==> config.mk <==
export PLATFORM = sky130hd
export DESIGN_NAME = circle_point_generator_unit_flat
export DESIGN_NICKNAME = d
export VERILOG_FILES = /design/src/hdl/cpg_pkg.sv /design/src/hdl/cpg_in_if.sv /design/src/hdl/cpg_out_if.sv /design/src/hdl/cpg_front.sv /design/src/hdl/cpg_queue.sv /design/src/hdl/cpg_back.sv /design/src/hdl/circle_point_generator_unit.sv /design/src/flat_wrapper.sv
export SDC_FILE = /design/constraint.sdc
export NUM_CORES = 1
export LEC_CHECK = 0
export BUFFER_PORTS_ARGS = -buffer_cell sky130_fd_sc_hd__buf_4
export CAP_MARGIN = 25
export CORE_MARGIN = 3
export CORE_UTILIZATION = 50
export DETAILED_ROUTE_END_ITERATION = 8
export PLACE_DENSITY = 0.67
export SYNTH_ARGS = -nofsm -noshare
export SYNTH_HDL_FRONTEND = slang
export SYNTH_SLANG_ARGS = --single-unit
==> constraint.sdc <==
create_clock -name clk -period 9.1 [get_ports clk]
set_input_delay 0 -clock clk [delete_from_list [all_inputs] [get_ports clk]]
set_output_delay 0 -clock clk [all_outputs]
set_load 0.005 [all_outputs]
==> src/hdl/cpg_pkg.sv <==
// Package for the circle point generator: widths, item codes and the
// record handed from the front end to the point emitter. No dependencies.
`timescale 1ns / 1ps
`default_nettype none

package cpg_pkg;

  localparam int COORD_BITS  = 12;
  localparam int RADIUS_BITS = 11;

  // Offset a is unsigned, offset b signed (it can reach -1), decision signed.
  localparam int A_W    = RADIUS_BITS + 1;
  localparam int B_W    = RADIUS_BITS + 2;
  localparam int D_W    = RADIUS_BITS + 3;
  localparam int CALC_W = RADIUS_BITS + 5;
  localparam int PT_W   = COORD_BITS + 2;
  localparam int WIDE_W = ((PT_W > B_W) ? PT_W : B_W) + 2;

  localparam int QUEUE_DEPTH = 2;
  localparam int PTR_W       = $clog2(QUEUE_DEPTH);
  localparam int CNT_W       = $clog2(QUEUE_DEPTH + 1);
  localparam int NUM_POINTS  = 8;
  localparam int K_W         = $clog2(NUM_POINTS);

  typedef enum logic {
    OP_START = 1'b0,
    OP_STEP  = 1'b1
  } op_t;

  // One step's worth of work: the centre, the offset pair to mirror and
  // whether this step finishes the circle.
  typedef struct packed {
    logic [COORD_BITS-1:0] cx;
    logic [COORD_BITS-1:0] cy;
    logic [A_W-1:0]        a;
    logic signed [B_W-1:0] b;
    logic                  fin;
  } job_t;

  typedef struct packed {
    logic full;
    logic empty;
  } q_status_t;

endpackage : cpg_pkg

`default_nettype wire

==> src/hdl/cpg_in_if.sv <==
// Input channel of the circle point generator: valid/ready plus the item
// fields. Depends on cpg_pkg for the field widths.
`timescale 1ns / 1ps
`default_nettype none

interface cpg_in_if;
  logic                             valid;
  logic                             ready;
  logic                             op;
  logic [cpg_pkg::COORD_BITS-1:0]   center_x;
  logic [cpg_pkg::COORD_BITS-1:0]   center_y;
  logic [cpg_pkg::RADIUS_BITS-1:0]  radius;

  modport source (output valid, op, center_x, center_y, radius, input ready);
  modport sink   (input valid, op, center_x, center_y, radius, output ready);
endinterface : cpg_in_if

`default_nettype wire

==> src/hdl/cpg_out_if.sv <==
// Result channel of the circle point generator: valid/ready plus one
// outline point per transaction. Depends on cpg_pkg for the widths.
`timescale 1ns / 1ps
`default_nettype none

interface cpg_out_if;
  logic                              valid;
  logic                              ready;
  logic signed [cpg_pkg::PT_W-1:0]   point_x;
  logic signed [cpg_pkg::PT_W-1:0]   point_y;
  logic                              last;
  logic                              done_res;

  modport source (output valid, point_x, point_y, last, done_res, input ready);
  modport sink   (input valid, point_x, point_y, last, done_res, output ready);
endinterface : cpg_out_if

`default_nettype wire

==> src/hdl/cpg_front.sv <==
// Front end: accepts input transactions, holds the circle state and runs
// the midpoint decision update, queuing one job per step. Uses cpg_pkg.
`timescale 1ns / 1ps
`default_nettype none

module cpg_front (
  input  wire logic               clk,
  input  wire logic               rst_n,
  cpg_in_if.sink                  in_chan,
  input  wire cpg_pkg::q_status_t q_stat,
  output logic                    push,
  output cpg_pkg::job_t           push_job
);

  localparam int CW = cpg_pkg::CALC_W;

  logic [cpg_pkg::COORD_BITS-1:0]  center_col_r, center_col_nxt;
  logic [cpg_pkg::COORD_BITS-1:0]  center_row_r, center_row_nxt;
  logic [cpg_pkg::RADIUS_BITS-1:0] radius_r, radius_nxt;
  logic [cpg_pkg::A_W-1:0]         a_r, a_nxt;
  logic signed [cpg_pkg::B_W-1:0]  b_r, b_nxt;
  logic signed [cpg_pkg::D_W-1:0]  d_r, d_nxt;
  logic                            active_r, active_nxt;

  logic                  accept;
  logic signed [CW-1:0]  d_w, a_w, b_w, r_w;
  logic signed [CW-1:0]  d_upd, a_upd, b_upd;
  logic                  take_a, take_b, fin;

  assign in_chan.ready = !q_stat.full;
  assign accept        = in_chan.valid && in_chan.ready;

  always_comb begin
    d_w = {{(CW - cpg_pkg::D_W){d_r[cpg_pkg::D_W-1]}}, d_r};
    a_w = {{(CW - cpg_pkg::A_W){1'b0}}, a_r};
    b_w = {{(CW - cpg_pkg::B_W){b_r[cpg_pkg::B_W-1]}}, b_r};
    r_w = {{(CW - cpg_pkg::RADIUS_BITS){1'b0}}, radius_r};

    take_a = d_w >= (a_w + a_w);
    take_b = d_w < ((r_w - b_w) + (r_w - b_w));

    priority if (take_a) begin
      d_upd = d_w - (a_w + a_w) - CW'(1);
      a_upd = a_w + CW'(1);
      b_upd = b_w;
    end else if (take_b) begin
      d_upd = d_w + (b_w + b_w) - CW'(1);
      a_upd = a_w;
      b_upd = b_w - CW'(1);
    end else begin
      d_upd = d_w + ((b_w - a_w - CW'(1)) + (b_w - a_w - CW'(1)));
      a_upd = a_w + CW'(1);
      b_upd = b_w - CW'(1);
    end
    fin = b_upd < a_upd;
  end

  always_comb begin
    center_col_nxt = center_col_r;
    center_row_nxt = center_row_r;
    radius_nxt     = radius_r;
    a_nxt          = a_r;
    b_nxt          = b_r;
    d_nxt          = d_r;
    active_nxt     = active_r;
    push           = 1'b0;

    push_job.cx  = center_col_r;
    push_job.cy  = center_row_r;
    push_job.a   = a_r;
    push_job.b   = b_r;
    push_job.fin = fin;

    if (accept) begin
      if (in_chan.op == cpg_pkg::OP_START) begin
        center_col_nxt = in_chan.center_x;
        center_row_nxt = in_chan.center_y;
        radius_nxt     = in_chan.radius;
        a_nxt          = '0;
        b_nxt          = {{(cpg_pkg::B_W - cpg_pkg::RADIUS_BITS){1'b0}}, in_chan.radius};
        d_nxt          = {{(cpg_pkg::D_W - cpg_pkg::RADIUS_BITS){1'b0}}, in_chan.radius}
                         - cpg_pkg::D_W'(1);
        active_nxt     = 1'b1;
      end else if (active_r) begin
        push       = 1'b1;
        a_nxt      = a_upd[cpg_pkg::A_W-1:0];
        b_nxt      = b_upd[cpg_pkg::B_W-1:0];
        d_nxt      = d_upd[cpg_pkg::D_W-1:0];
        active_nxt = !fin;
      end
    end
  end

  always_ff @(posedge clk) begin
    if (!rst_n) begin
      center_col_r <= '0;
      center_row_r <= '0;
      radius_r     <= '0;
      a_r          <= '0;
      b_r          <= '0;
      d_r          <= '0;
      active_r     <= 1'b0;
    end else begin
      center_col_r <= center_col_nxt;
      center_row_r <= center_row_nxt;
      radius_r     <= radius_nxt;
      a_r          <= a_nxt;
      b_r          <= b_nxt;
      d_r          <= d_nxt;
      active_r     <= active_nxt;
    end
  end

endmodule : cpg_front

`default_nettype wire

==> src/hdl/cpg_queue.sv <==
// Short job queue between the front end and the point emitter.
// Register based, first in first out. Uses cpg_pkg for the job record.
`timescale 1ns / 1ps
`default_nettype none

module cpg_queue (
  input  wire logic          clk,
  input  wire logic          rst_n,
  input  wire logic          push,
  input  wire cpg_pkg::job_t push_job,
  input  wire logic          pop,
  output cpg_pkg::job_t      head_job,
  output cpg_pkg::q_status_t q_stat
);

  cpg_pkg::job_t                 slot_r [cpg_pkg::QUEUE_DEPTH];
  logic [cpg_pkg::PTR_W-1:0]     wr_ptr_r, wr_ptr_nxt;
  logic [cpg_pkg::PTR_W-1:0]     rd_ptr_r, rd_ptr_nxt;
  logic [cpg_pkg::CNT_W-1:0]     count_r, count_nxt;

  assign head_job     = slot_r[rd_ptr_r];
  assign q_stat.full  = count_r == cpg_pkg::CNT_W'(cpg_pkg::QUEUE_DEPTH);
  assign q_stat.empty = count_r == '0;

  always_comb begin
    wr_ptr_nxt = wr_ptr_r;
    rd_ptr_nxt = rd_ptr_r;
    count_nxt  = count_r;
    if (push) begin
      wr_ptr_nxt = (wr_ptr_r == cpg_pkg::PTR_W'(cpg_pkg::QUEUE_DEPTH - 1)) ?
                   '0 : wr_ptr_r + cpg_pkg::PTR_W'(1);
    end
    if (pop) begin
      rd_ptr_nxt = (rd_ptr_r == cpg_pkg::PTR_W'(cpg_pkg::QUEUE_DEPTH - 1)) ?
                   '0 : rd_ptr_r + cpg_pkg::PTR_W'(1);
    end
    unique case ({push, pop})
      2'b10:   count_nxt = count_r + cpg_pkg::CNT_W'(1);
      2'b01:   count_nxt = count_r - cpg_pkg::CNT_W'(1);
      default: count_nxt = count_r;
    endcase
  end

  always_ff @(posedge clk) begin
    if (!rst_n) begin
      wr_ptr_r <= '0;
      rd_ptr_r <= '0;
      count_r  <= '0;
    end else begin
      wr_ptr_r <= wr_ptr_nxt;
      rd_ptr_r <= rd_ptr_nxt;
      count_r  <= count_nxt;
    end
  end

  always_ff @(posedge clk) begin
    if (push) begin
      slot_r[wr_ptr_r] <= push_job;
    end
  end

  a_no_overflow: assert property (@(posedge clk) disable iff (!rst_n)
    push |-> (!q_stat.full || pop))
    else $error("job queue written while full");

  a_no_underflow: assert property (@(posedge clk) disable iff (!rst_n)
    pop |-> !q_stat.empty)
    else $error("job queue read while empty");

  a_count_bound: assert property (@(posedge clk) disable iff (!rst_n)
    count_r <= cpg_pkg::CNT_W'(cpg_pkg::QUEUE_DEPTH))
    else $error("job queue count out of range");

endmodule : cpg_queue

`default_nettype wire

==> src/hdl/cpg_back.sv <==
// Point emitter: mirrors the job at the head of the queue into eight
// points, one per cycle while out_chan is ready, via an output register. Uses cpg_pkg.
`timescale 1ns / 1ps
`default_nettype none

module cpg_back (
  input  wire logic               clk,
  input  wire logic               rst_n,
  input  wire cpg_pkg::job_t      head_job,
  input  wire cpg_pkg::q_status_t q_stat,
  output logic                    pop,
  cpg_out_if.source               out_chan
);

  localparam int WW = cpg_pkg::WIDE_W;

  logic [cpg_pkg::K_W-1:0]          k_r, k_nxt;
  logic                             out_valid_r, out_valid_nxt;
  logic signed [cpg_pkg::PT_W-1:0]  point_x_r, point_y_r;
  logic                             last_r, done_r;

  logic                  emit, final_pt;
  logic signed [WW-1:0]  cx_w, cy_w, a_w, b_w, off_x, off_y, px_w, py_w;

  assign emit     = !q_stat.empty && (!out_valid_r || out_chan.ready);
  assign final_pt = k_r == cpg_pkg::K_W'(cpg_pkg::NUM_POINTS - 1);
  assign pop      = emit && final_pt;

  // Bit 0 of the point index swaps the offsets, bit 1 negates the column
  // offset and bit 2 the row offset.
  always_comb begin
    cx_w  = {{(WW - cpg_pkg::COORD_BITS){1'b0}}, head_job.cx};
    cy_w  = {{(WW - cpg_pkg::COORD_BITS){1'b0}}, head_job.cy};
    a_w   = {{(WW - cpg_pkg::A_W){1'b0}}, head_job.a};
    b_w   = {{(WW - cpg_pkg::B_W){head_job.b[cpg_pkg::B_W-1]}}, head_job.b};
    off_x = k_r[0] ? b_w : a_w;
    off_y = k_r[0] ? a_w : b_w;
    px_w  = k_r[1] ? (cx_w - off_x) : (cx_w + off_x);
    py_w  = k_r[2] ? (cy_w - off_y) : (cy_w + off_y);
  end

  always_comb begin
    k_nxt         = emit ? k_r + cpg_pkg::K_W'(1) : k_r;
    out_valid_nxt = emit ? 1'b1 : (out_chan.ready ? 1'b0 : out_valid_r);
  end

  always_ff @(posedge clk) begin
    if (!rst_n) begin
      k_r         <= '0;
      out_valid_r <= 1'b0;
    end else begin
      k_r         <= k_nxt;
      out_valid_r <= out_valid_nxt;
    end
  end

  always_ff @(posedge clk) begin
    if (emit) begin
      point_x_r <= px_w[cpg_pkg::PT_W-1:0];
      point_y_r <= py_w[cpg_pkg::PT_W-1:0];
      last_r    <= final_pt;
      done_r    <= final_pt && head_job.fin;
    end
  end

  assign out_chan.valid    = out_valid_r;
  assign out_chan.point_x  = point_x_r;
  assign out_chan.point_y  = point_y_r;
  assign out_chan.last     = last_r;
  assign out_chan.done_res = done_r;

  a_done_on_last: assert property (@(posedge clk) disable iff (!rst_n)
    (out_valid_r && done_r) |-> last_r)
    else $error("done flag raised on a point that is not the last of its step");

  a_last_wraps_index: assert property (@(posedge clk) disable iff (!rst_n)
    pop |=> (k_r == '0))
    else $error("point index did not wrap after the eighth point");

endmodule : cpg_back

`default_nettype wire

==> src/hdl/circle_point_generator_unit.sv <==
// Circle point generator, top level. Instantiates cpg_front, cpg_queue and
// cpg_back; uses cpg_pkg, cpg_in_if and cpg_out_if.
//
// Usage: the input channel takes one transaction per item. A start item
// (op = 0) loads centre and radius and produces nothing; a step item
// (op = 1) produces eight outline points on the result channel, the eighth
// with last set, and with done_res also set when that step ends the circle.
// A step while no circle is active is accepted and produces nothing.
//
// A step's job passes through the job queue and then the output register
// before its first point appears. Points leave at one per cycle while the
// result channel is ready. The front end takes a new item every cycle
// while the two-entry job queue has room, so starts and steps overlap the
// emission of earlier steps.
//
// Reset (rst_n low at a clock edge) clears the circle state, empties the
// queue and drops any pending result. When the receiver stalls, the current
// point holds in the output register, emission pauses, and once the queue
// fills the input channel deasserts ready.
`timescale 1ns / 1ps
`default_nettype none

module circle_point_generator_unit (
  input  wire logic clk,
  input  wire logic rst_n,
  cpg_in_if.sink    in_chan,
  cpg_out_if.source out_chan
);

  logic               push;
  logic               pop;
  cpg_pkg::job_t      push_job;
  cpg_pkg::job_t      head_job;
  cpg_pkg::q_status_t q_stat;

  cpg_front u_front (
    .clk      (clk),
    .rst_n    (rst_n),
    .in_chan  (in_chan),
    .q_stat   (q_stat),
    .push     (push),
    .push_job (push_job)
  );

  cpg_queue u_queue (
    .clk      (clk),
    .rst_n    (rst_n),
    .push     (push),
    .push_job (push_job),
    .pop      (pop),
    .head_job (head_job),
    .q_stat   (q_stat)
  );

  cpg_back u_back (
    .clk      (clk),
    .rst_n    (rst_n),
    .head_job (head_job),
    .q_stat   (q_stat),
    .pop      (pop),
    .out_chan (out_chan)
  );

endmodule : circle_point_generator_unit

`default_nettype wire
==> src/flat_wrapper.sv <==
// flat-port wrapper written by rule: the top's interface ports become plain ports
module circle_point_generator_unit_flat 
  (clk, rst_n, in_chan_valid, in_chan_op, in_chan_center_x, in_chan_center_y, in_chan_radius, in_chan_ready, out_chan_valid, out_chan_point_x, out_chan_point_y, out_chan_last, out_chan_done_res, out_chan_ready);
  cpg_in_if in_chan_i ();
  cpg_out_if out_chan_i ();
  input  wire logic clk;
  input  wire logic rst_n;
  input wire logic [$bits(in_chan_i.valid)-1:0] in_chan_valid;
  input wire logic [$bits(in_chan_i.op)-1:0] in_chan_op;
  input wire logic [$bits(in_chan_i.center_x)-1:0] in_chan_center_x;
  input wire logic [$bits(in_chan_i.center_y)-1:0] in_chan_center_y;
  input wire logic [$bits(in_chan_i.radius)-1:0] in_chan_radius;
  output wire logic [$bits(in_chan_i.ready)-1:0] in_chan_ready;
  output wire logic [$bits(out_chan_i.valid)-1:0] out_chan_valid;
  output wire logic [$bits(out_chan_i.point_x)-1:0] out_chan_point_x;
  output wire logic [$bits(out_chan_i.point_y)-1:0] out_chan_point_y;
  output wire logic [$bits(out_chan_i.last)-1:0] out_chan_last;
  output wire logic [$bits(out_chan_i.done_res)-1:0] out_chan_done_res;
  input wire logic [$bits(out_chan_i.ready)-1:0] out_chan_ready;
  assign in_chan_i.valid = in_chan_valid;
  assign in_chan_i.op = in_chan_op;
  assign in_chan_i.center_x = in_chan_center_x;
  assign in_chan_i.center_y = in_chan_center_y;
  assign in_chan_i.radius = in_chan_radius;
  assign in_chan_ready = in_chan_i.ready;
  assign out_chan_valid = out_chan_i.valid;
  assign out_chan_point_x = out_chan_i.point_x;
  assign out_chan_point_y = out_chan_i.point_y;
  assign out_chan_last = out_chan_i.last;
  assign out_chan_done_res = out_chan_i.done_res;
  assign out_chan_i.ready = out_chan_ready;
  circle_point_generator_unit u_core (.clk(clk), .rst_n(rst_n), .in_chan(in_chan_i), .out_chan(out_chan_i));
endmodule
======== Word level (Yosys, flattened, before mapping) ========
Memory sizes are Yosys's and may differ from the RTL's. A register that Yosys moved wholly into a read port is not among the register bits.
Index checks and enable logic that the tools add are counted.
word-level totals
  register bits after elaboration ......... 113
  memory bits (writable) .................. 100
  input bits .............................. 40
  output and inout port bits .............. 32
  memories ................................ 1
cells by class
  add/subtract/negate cells ............... 24
  magnitude comparators ................... 3
  equal/unequal tests ..................... 5
  mux-type cells .......................... 29
  bitwise gates (word level) .............. 1
  reductions and logical operators ........ 14
memory list
  name                   words  width  rd ports  clocked after Yosys merged registers in  write ports  line             source
  u_core.u_queue.slot_r  2      50     1         1                                        1            cpg_queue.sv:16  cpg_pkg::job_t slot_r [cpg_pkg::QUEUE_DEPTH];
operators with widths
  operator                                             count
  two-way mux 14 bit                                   8
  two-way mux 13 bit                                   4
  adder 14 bit                                         3
  subtractor 14 x 2 -> 14 bit (second input constant)  3
  adder 13 x 14 -> 14 bit                              2
  subtractor 13 x 14 -> 14 bit                         2
  two-way mux 12 bit                                   2
  < comparator 16 bit                                  1
  two-way mux 16 bit                                   1
  adder 14 x 14 -> 15 bit                              1
  < comparator 14 x 15 -> 1 bit                        1
  adder 13 x 13 -> 14 bit                              1
  >= comparator 14 bit                                 1
  subtractor 12 x 13 -> 14 bit                         1
  subtractor 13 x 13 -> 14 bit                         1
  subtractor 13 x 2 -> 14 bit (second input constant)  1
  subtractor 14 bit                                    1
  adder 12 x 1 -> 13 bit (second input constant)       1
  adder 12 x 12 -> 13 bit                              1
  two-way mux 1 bit                                    13
  subtractor 11 x 1 -> 12 bit (second input constant)  1
  equality test 2 bit (second input constant)          2
  logical AND 1 bit                                    4
  zero test 1 bit                                      4
  other kinds (13)                                     16

======== Logic depth before layout (Yosys ltp) ========
Gate-level depths: netlist of the first run.
  word-level depth ........................ 9
  gate-level depth with buffers ........... 29

======== Hierarchy ========
A second synthesis of the first run with hierarchy kept.
second synthesis, totals
  cells, all modules ...................... 1507
  area total of the unflattened synthesis .. 14503.9 sq um
modules (own cells, without submodules)
  module     times used  cells an instance  area an instance (sq um)
  cpg_front  1           990                7470.9
  cpg_queue  1           178                3811.2
  cpg_back   1           339                3221.8

======== Worst setup path after synthesis of the first run ========
Ideal clock, no wire load.
  kind .................................... register to register
  from .................................... register u_core.u_front.b_r[2] (netlist name)
  to ...................................... register u_core.u_front.active_r
  arrival ................................. 4979 ps
  required time ........................... 8964 ps
  path slack .............................. 3985 ps
  stages on the path, launching flop included .. 28
  path buffers ............................ 1
  cells stage by stage .................... dfxtp_1 > inv_1 > ha_1 > nor2b_1 > o21ai_0 > a21boi_0 > o21ai_0 > a211oi_1 > o31a_1 > or2_2 > ha_1 > o21ai_0 > nand2b_1 > a311o_1 > mux2i_1 > a2111o_1 > clkbuf_1 > nor3_1 > xnor2_1 > ha_1 > a21oi_1 > nor2b_1 > o21ai_0 > o21ai_0 > o21ai_0 > nand2_1 > o21ai_1 > a31oi_1
RTL lines
  element                 line              source
  start, declared         cpg_front.sv:21   logic signed [cpg_pkg::B_W-1:0] b_r, b_nxt;
  start signal, assigned  cpg_front.sv:108  b_r <= b_nxt;
  end signal, assigned    cpg_front.sv:110  active_r <= active_nxt;
  end, declared           cpg_front.sv:23   logic active_r, active_nxt;

==> flow_metrics.py, run 1 <==
metrics = {
    "yosys": {
        "synth.cell_area_um2": 14000,
        "synth_edf_count": 130,
        "synth_nets": 1600,
        "async_flop_share_pct": 0,
        "yosysTopAreaCell": "edfxtp_1",
        "ys_ff_latch": 214,
        "ys.flop_type": "edfxtp_1",
        "synth_top_cell_area_share_pct": 27.9,
        "syn_inst": 1422,
        "synthTopCellsByArea": "edfxtp_1 28%, dfxtp_1 12%, ha_1 12%",
        "yosys_warnings": 0,
        "synth-seq-area-share_pct": 40.0,
        "synth_cell_types": 76,
        "syn-mean-instance-area_um2": 9.82,
    },
    "hold_path": {
        "hp-class": "in -> reg",
        "min_path_cells": 4,
    },
    "sta": {
        "fin_crit_ps": 6300,
        "fin_setup_tns_ps": 0,
        "rsz0062_at_grt": "no",
        "finalMaxSlewViolations": 0,
        "max_clock_freq_mhz": 159,
        "skew_ps": 12.8,
        "hold_viol": 0,
        "fin_crit_sh_pct": 69.2,
        "slew_headroom_pct": 29.9,
        "worst_slew_pin_slew_ps": 1050,
        "setup_violations": 0,
    },
    "route": {
        "drtIter0Drc": 707,
        "route.vias.total": 10900,
        "ant_nets": 0,
        "drtPass1Iterations": 7,
        "wl_per_cell_um": 18.8,
        "drc": 0,
        "finalWirelength_mm": 36.0,
        "vias_per_cell": 5.68,
    },
    "cts": {
        "clock_path_buffers": 3,
        "cts_root_buffer": "clkbuf_16",
        "path_clk_slew_ps": 60,
        "cts_tree": "built",
        "cts_max_level": 1,
        "numCtsBuffers": 24,
        "cts_sinks": 214,
        "clk_latency_ps": 510,
    },
    "finish": {
        "layout_common_cells": "137 x a21oi_1, 135 x nand2_1, 131 x ha_1",
        "fillers": 2324,
        "layout_commonest_cell": "a21oi_1",
        "syn_to_final_growth_pct": 15.1,
        "n_antenna_cell": 0,
        "finalNetCount": 1701,
        "final_util_pct": 59.2,
        "layout-drive-gt1-share_pct": 12.3,
        "design_area_um2": 16100,
    },
    "pwr": {
        "p_int_uw": 2480,
        "swShare_pct": 37.6,
        "power_switching_uw": 1490,
        "p_seq_share_pct": 29.7,
        "ir_worst_vdd_mv": 0.181,
        "power.density_nw_per_um2": 247,
        "p_leak_uw": 0.00619,
        "power_uw": 3970,
        "clkPwrFrac_pct": 24.9,
        "comb_power_share_pct": 45.4,
    },
    "floorplanning": {
        "die_w_um": 173,
        "io_pins": 72,
        "num_rows": 60,
        "die_y_um": 173,
        "core_um2": 27200,
        "die_area_um2": 30000,
        "start_util_pct": 51.4,
    },
    "grt": {
        "use_met2_pct": 41.5,
        "grt_use_met1_pct": 31.2,
        "antenna_found_initial": 0,
        "grt_max_degree": 60,
        "grt_use_total_pct": 23.6,
        "grt_pass1_vias": 10700,
        "grt_use_met3_pct": 2.06,
        "grt-ovfl-total": 0,
        "globalRoute.busiestLayer": "met2",
        "grt_pass1_wl_mm": 57.2,
    },
    "critical_path": {
        "start_kind": "flop",
        "reg2reg_depth": 28,
        "critPathArrivalTime_ps": 6670,
        "cp_data_required_time_ps": 9470,
        "path_class": "reg -> reg",
        "endpoint_kind": "flop",
        "cp_slowest_stage_delay_ps": 600,
        "critPathMostFrequentCell": "o21ai_0",
        "critPathSlowestCell": "a2111o_1",
        "worst-path-max-fanout": 23,
    },
    "place": {
        "place.gp.congestion": 0.921,
        "numPortBuffers": 71,
        "detailed_place_hpwl_mm": 26.5,
        "placement.cell_area_um2": 14900,
    },
    "outcome": {
        "status": "complete, no violations",
    },
    "run": {
        "maxCapViolations": 0,
    },
}
-- metrics by stage --
stage	worst slack, ps	hold slack (ps)	instances
final	2800	287	1913
after global routing	2280	293	1913
after CTS	2830	277	1913
after detailed placement	2850	256	1830
after global placement	2970	249	1830
after floorplan	3980	136	1422
-- repair_timing --
item	CTS	global route
buffers inserted	0	0
hold buffers	39	0
resized for setup	0	0
hold endpoints to repair	58	0
endpoints found under the setup margin	0	0
-- state kept, by name (all words and copies together) (netlist names), named ones only --
signal,cells
u_core.u_queue.count_r,2
u_core.u_back.out_chan.point_x,14
u_core.u_back.k_r,3
u_core.u_queue.slot_r,100
u_core.u_front.a_r,12
u_core.u_front.b_r,13
u_core.u_back.out_chan.done_res,1
u_core.u_queue.rd_ptr_r,1
u_core.u_front.center_row_r,12
u_core.u_queue.wr_ptr_r,1
u_core.u_back.out_chan.last,1
u_core.u_front.center_col_r,12
u_core.u_front.active_r,1
u_core.u_front.d_r,14
u_core.u_front.radius_r,11
u_core.u_back.out_chan.valid,1
u_core.u_back.out_chan.point_y,14
-- power groups by stage --
stage | sequential (uW) | combinational [uW] | clock, uW
6_report | 1180 | 1800 | 989
2_1_floorplan | 1180 | 1340 | 0
3_5_place_dp | 1200 | 1760 | 0
3_3_place_gp | 1200 | 1750 | 0
4_1_cts | 1180 | 1780 | 1010
5_1_grt | 1190 | 2010 | 1050
-- layer usage --
metal | part of all wire [%] | vias up
met3 | 4.9 | 54
met1 | 44 | 5154
li1 | - | 5361
met4 | 2.3 | 0
met5 | 0 | -
met2 | 49 | 302
-- Yosys cell counts (8+ instances only) --
master    number
nand3_1       21
xor2_1        39
mux4_2        18
xnor2_1       91
o21bai_1      11
dfxtp_1       84
nor2_1       103
mux2i_1       18
o21ai_0       65
nand4_1        9
a21oi_1      137
and3_1        10
edfxtp_1     130
nor3_1        33
o21a_1        16
nor4_1         8
a211oi_1      22
nand2b_1      13
a21o_1        23
clkbuf_1      33
ha_1         131
inv_1         92
mux2_2        27
or3_1         10
nand2_1      135
nor2b_1       21
-- final timing paths --
| path | start | end | slack (ps) |
|---|---|---|---|
| hold / removal | in_chan_center_y[11] | u_core.u_front.center_row_r[11]$_SDFFE_PN0P_ | 290 |
| setup / recovery | u_core.u_front.b_r[2]$_SDFFE_PN0P_ | u_core.u_front.active_r$_SDFFE_PN0P_ | 2800 |
| setup reg to reg | u_core.u_front.b_r[2]$_SDFFE_PN0P_ | u_core.u_front.active_r$_SDFFE_PN0P_ | 2800 |
| hold reg to reg | u_core.u_front.center_row_r[8]$_SDFFE_PN0P_ | u_core.u_queue.slot_r[1][34]$_DFFE_PP_ | 450 |
-- logic make-up (layout without fill, tap and decap cells) --
| kind of cell | count (synthesis) | in the layout | share of synthesized area (%) |
|---|---|---|---|
| AND/OR/NAND/NOR | 382 | 382 | 12.7 |
| AO/OA/AOI/OAI | 355 | 355 | 16.1 |
| flip-flops | 214 | 214 | 40.0 |
| buffers and inverters | 140 | 259 | 4.06 |
| adder cells (fa/ha/maj) | 138 | 138 | 12.7 |
| XOR/XNOR | 130 | 130 | 8.15 |
| multiplexers | 63 | 63 | 6.37 |
-- critical path: cells and delay by family (launching register included) --
family	cells	cell delay [ps]
flip-flops	1	480
XOR/XNOR	2	250
AND/OR/NAND/NOR	6	680
adder cells (fa/ha/maj)	3	920
buffers and inverters	2	380
multiplexers	1	180
AO/OA/AOI/OAI	14	3270
-- layout make-up --
cell class | instances | area, um2 | area share, %
clock buffer | 33 | 707 | 4.40
multi-input combinational | 1068 | 7840 | 48.8
clock inverter | 11 | 121 | 0.755
tap | 372 | 465 | 2.89
inverter | 94 | 353 | 2.19
sequential | 214 | 5590 | 34.7
timing repair buffer | 121 | 1010 | 6.26
No activity file was read; power rests on OpenSTA's default activity.
==> run 2, diff against run 1 <==
- clock period: 9.1 -> 6.3 ns (I/O delays scaled with it)
==> run 2 against run 1 <==
Effect of this change: via count up 0.48%; register-to-register slack worse by 2300 ps; highest routed layer unchanged; die area unchanged.
==> flow_metrics.py, run 2 (synthesis gave the netlist of run 1 again) <==
metrics = {
    "cts": {
        "numCtsBuffers": 23,
        "cts_max_level": 1,
        "cts_root_buffer": "clkbuf_16",
        "hold_buffers": 39,
        "cts_tree": "built",
        "cts_resized": 0,
        "cts_sinks": 214,
        "path_clk_slew_ps": 60,
        "clock_path_buffers": 3,
        "cts_setup_buffers": 0,
        "clk_latency_ps": 510,
    },
    "route": {
        "drc": 0,
        "drtIter0Drc": 741,
        "drtPass1Iterations": 5,
        "vias_per_cell": 5.68,
        "route.vias.total": 10900,
        "finalWirelength_mm": 35.9,
        "ant_nets": 0,
        "wl_per_cell_um": 18.7,
    },
    "outcome": {
        "status": "complete, no violations",
    },
    "pwr": {
        "p_int_uw": 3540,
        "clkPwrFrac_pct": 24.1,
        "ir_worst_vdd_mv": 0.240,
        "p_seq_share_pct": 29.9,
        "power_switching_uw": 2150,
        "power.density_nw_per_um2": 353,
        "swShare_pct": 37.8,
        "p_leak_uw": 0.00623,
        "comb_power_share_pct": 46.0,
    },
    "critical_path": {
        "critPathTopFamily": "compound AO/OA/AOI/OAI gates",
        "start_kind": "flop",
        "worst-path-max-fanout": 8,
        "endpoint_kind": "flop",
        "critPathMostFrequentCell": "o21ai_0",
        "path_class": "reg -> reg",
        "cp_data_required_time_ps": 6670,
        "critPathArrivalTime_ps": 6180,
        "cp_slowest_stage_delay_ps": 560,
        "cp_num_buf_inv": 3,
        "critPathSlowestCell": "nor4b_1",
    },
    "finish": {
        "largest_register": "u_core.u_queue.slot_r",
        "layout-drive-gt1-share_pct": 13.1,
        "largest_register_ffs": 100,
        "instances_no_fill": 1924,
        "fillers": 2342,
        "syn_to_final_growth_pct": 15.5,
        "layout_commonest_cell": "a21oi_1",
        "layout_common_cells": "137 x a21oi_1, 135 x nand2_1, 131 x ha_1",
        "n_antenna_cell": 0,
        "finalNetCount": 1714,
        "final_util_pct": 59.4,
    },
    "sta": {
        "max_clock_freq_mhz": 172,
        "setup_violations": 0,
        "worst_slew_pin_slew_ps": 992,
        "skew_ps": 13.9,
        "fin_crit_ps": 5820,
        "fin_setup_tns_ps": 0,
        "fin_crit_sh_pct": 92.3,
        "hold_viol": 0,
        "finalMaxSlewViolations": 0,
        "slew_headroom_pct": 33.7,
        "rsz0062_at_grt": "no",
    },
    "run": {
        "maxCapViolations": 0,
    },
    "grt": {
        "grt_max_degree": 51,
        "grt_pass1_vias": 10600,
        "grt-ovfl-total": 0,
        "grt_pass1_wl_mm": 57.2,
        "grt_use_total_pct": 23.7,
        "antenna_found_initial": 0,
    },
    "floorplanning": {
        "num_rows": 60,
        "die_w_um": 173,
        "start_util_pct": 51.4,
        "core_um2": 27200,
        "die_area_um2": 30000,
        "io_pins": 72,
        "die_y_um": 173,
    },
    "place": {
        "dp.cells": 1844,
        "numPortBuffers": 71,
        "detailed_place_hpwl_mm": 27.1,
        "place.gp.congestion": 0.935,
    },
    "hold_path": {
        "hp-class": "in -> reg",
    },
}
==> run 2: layout make-up <==
cell class	instances	area, um2	share of cell area (%)
inverter	94	353	2.19
clock inverter	13	129	0.799
clock buffer	28	646	4.00
timing repair buffer	135	1110	6.89
sequential	214	5590	34.6
multi-input combinational	1068	7840	48.6
tap	372	465	2.89
==> run 2: tightest hold or removal path, cell delays in order <==
cell and delay [ps]:
dlygate4sd3_1 520, buf_4 100, nand2_1 40, a21oi_1 100
==> run 2: path summary, 6_finish.rpt <==
kind | end | slack, ps | from | depth (start not counted)
max | u_core.u_front.active_r$_SDFFE_PN0P_ | 480 | u_core.u_front.b_r[2]$_SDFFE_PN0P_ | 28
min | u_core.u_front.center_col_r[6]$_SDFFE_PN0P_ | 280 | in_chan_center_x[6] | 4
max reg2reg | u_core.u_front.active_r$_SDFFE_PN0P_ | 480 | u_core.u_front.b_r[2]$_SDFFE_PN0P_ | 28
min reg2reg | u_core.u_queue.slot_r[1][34]$_DFFE_PP_ | 450 | u_core.u_front.center_row_r[8]$_SDFFE_PN0P_ | 0
==> run 2: metal layers <==
metal	up-vias	GRT usage [%]	routed length (um)
met1	5203	31.9	16000
met3	55	2.26	1580
met5	-	0	0
met4	0	6.93	901
met2	286	41.0	17400
li1	5379	-	-
==> run 2: per-stage QoR <==
step	setup slack (ps)	hold slack, ps	power [uW]	instance area (um2)
finish	484	282	5690	16100
global placement	666	250	4270	15000
floorplan	1180	136	3630	14000
detailed placement	499	258	4300	15000
CTS	464	269	5700	16100
global route	4.37	295	6110	16100
==> run 2: power by group through the flow <==
stage               Clock, uW  Combinational [uW]  Sequential [uW]
finish                   1370                2620             1700
global route             1460                2940             1720
CTS                      1400                2600             1700
detailed placement          0                2560             1730
global placement            0                2550             1730
floorplan                   0                1930             1700
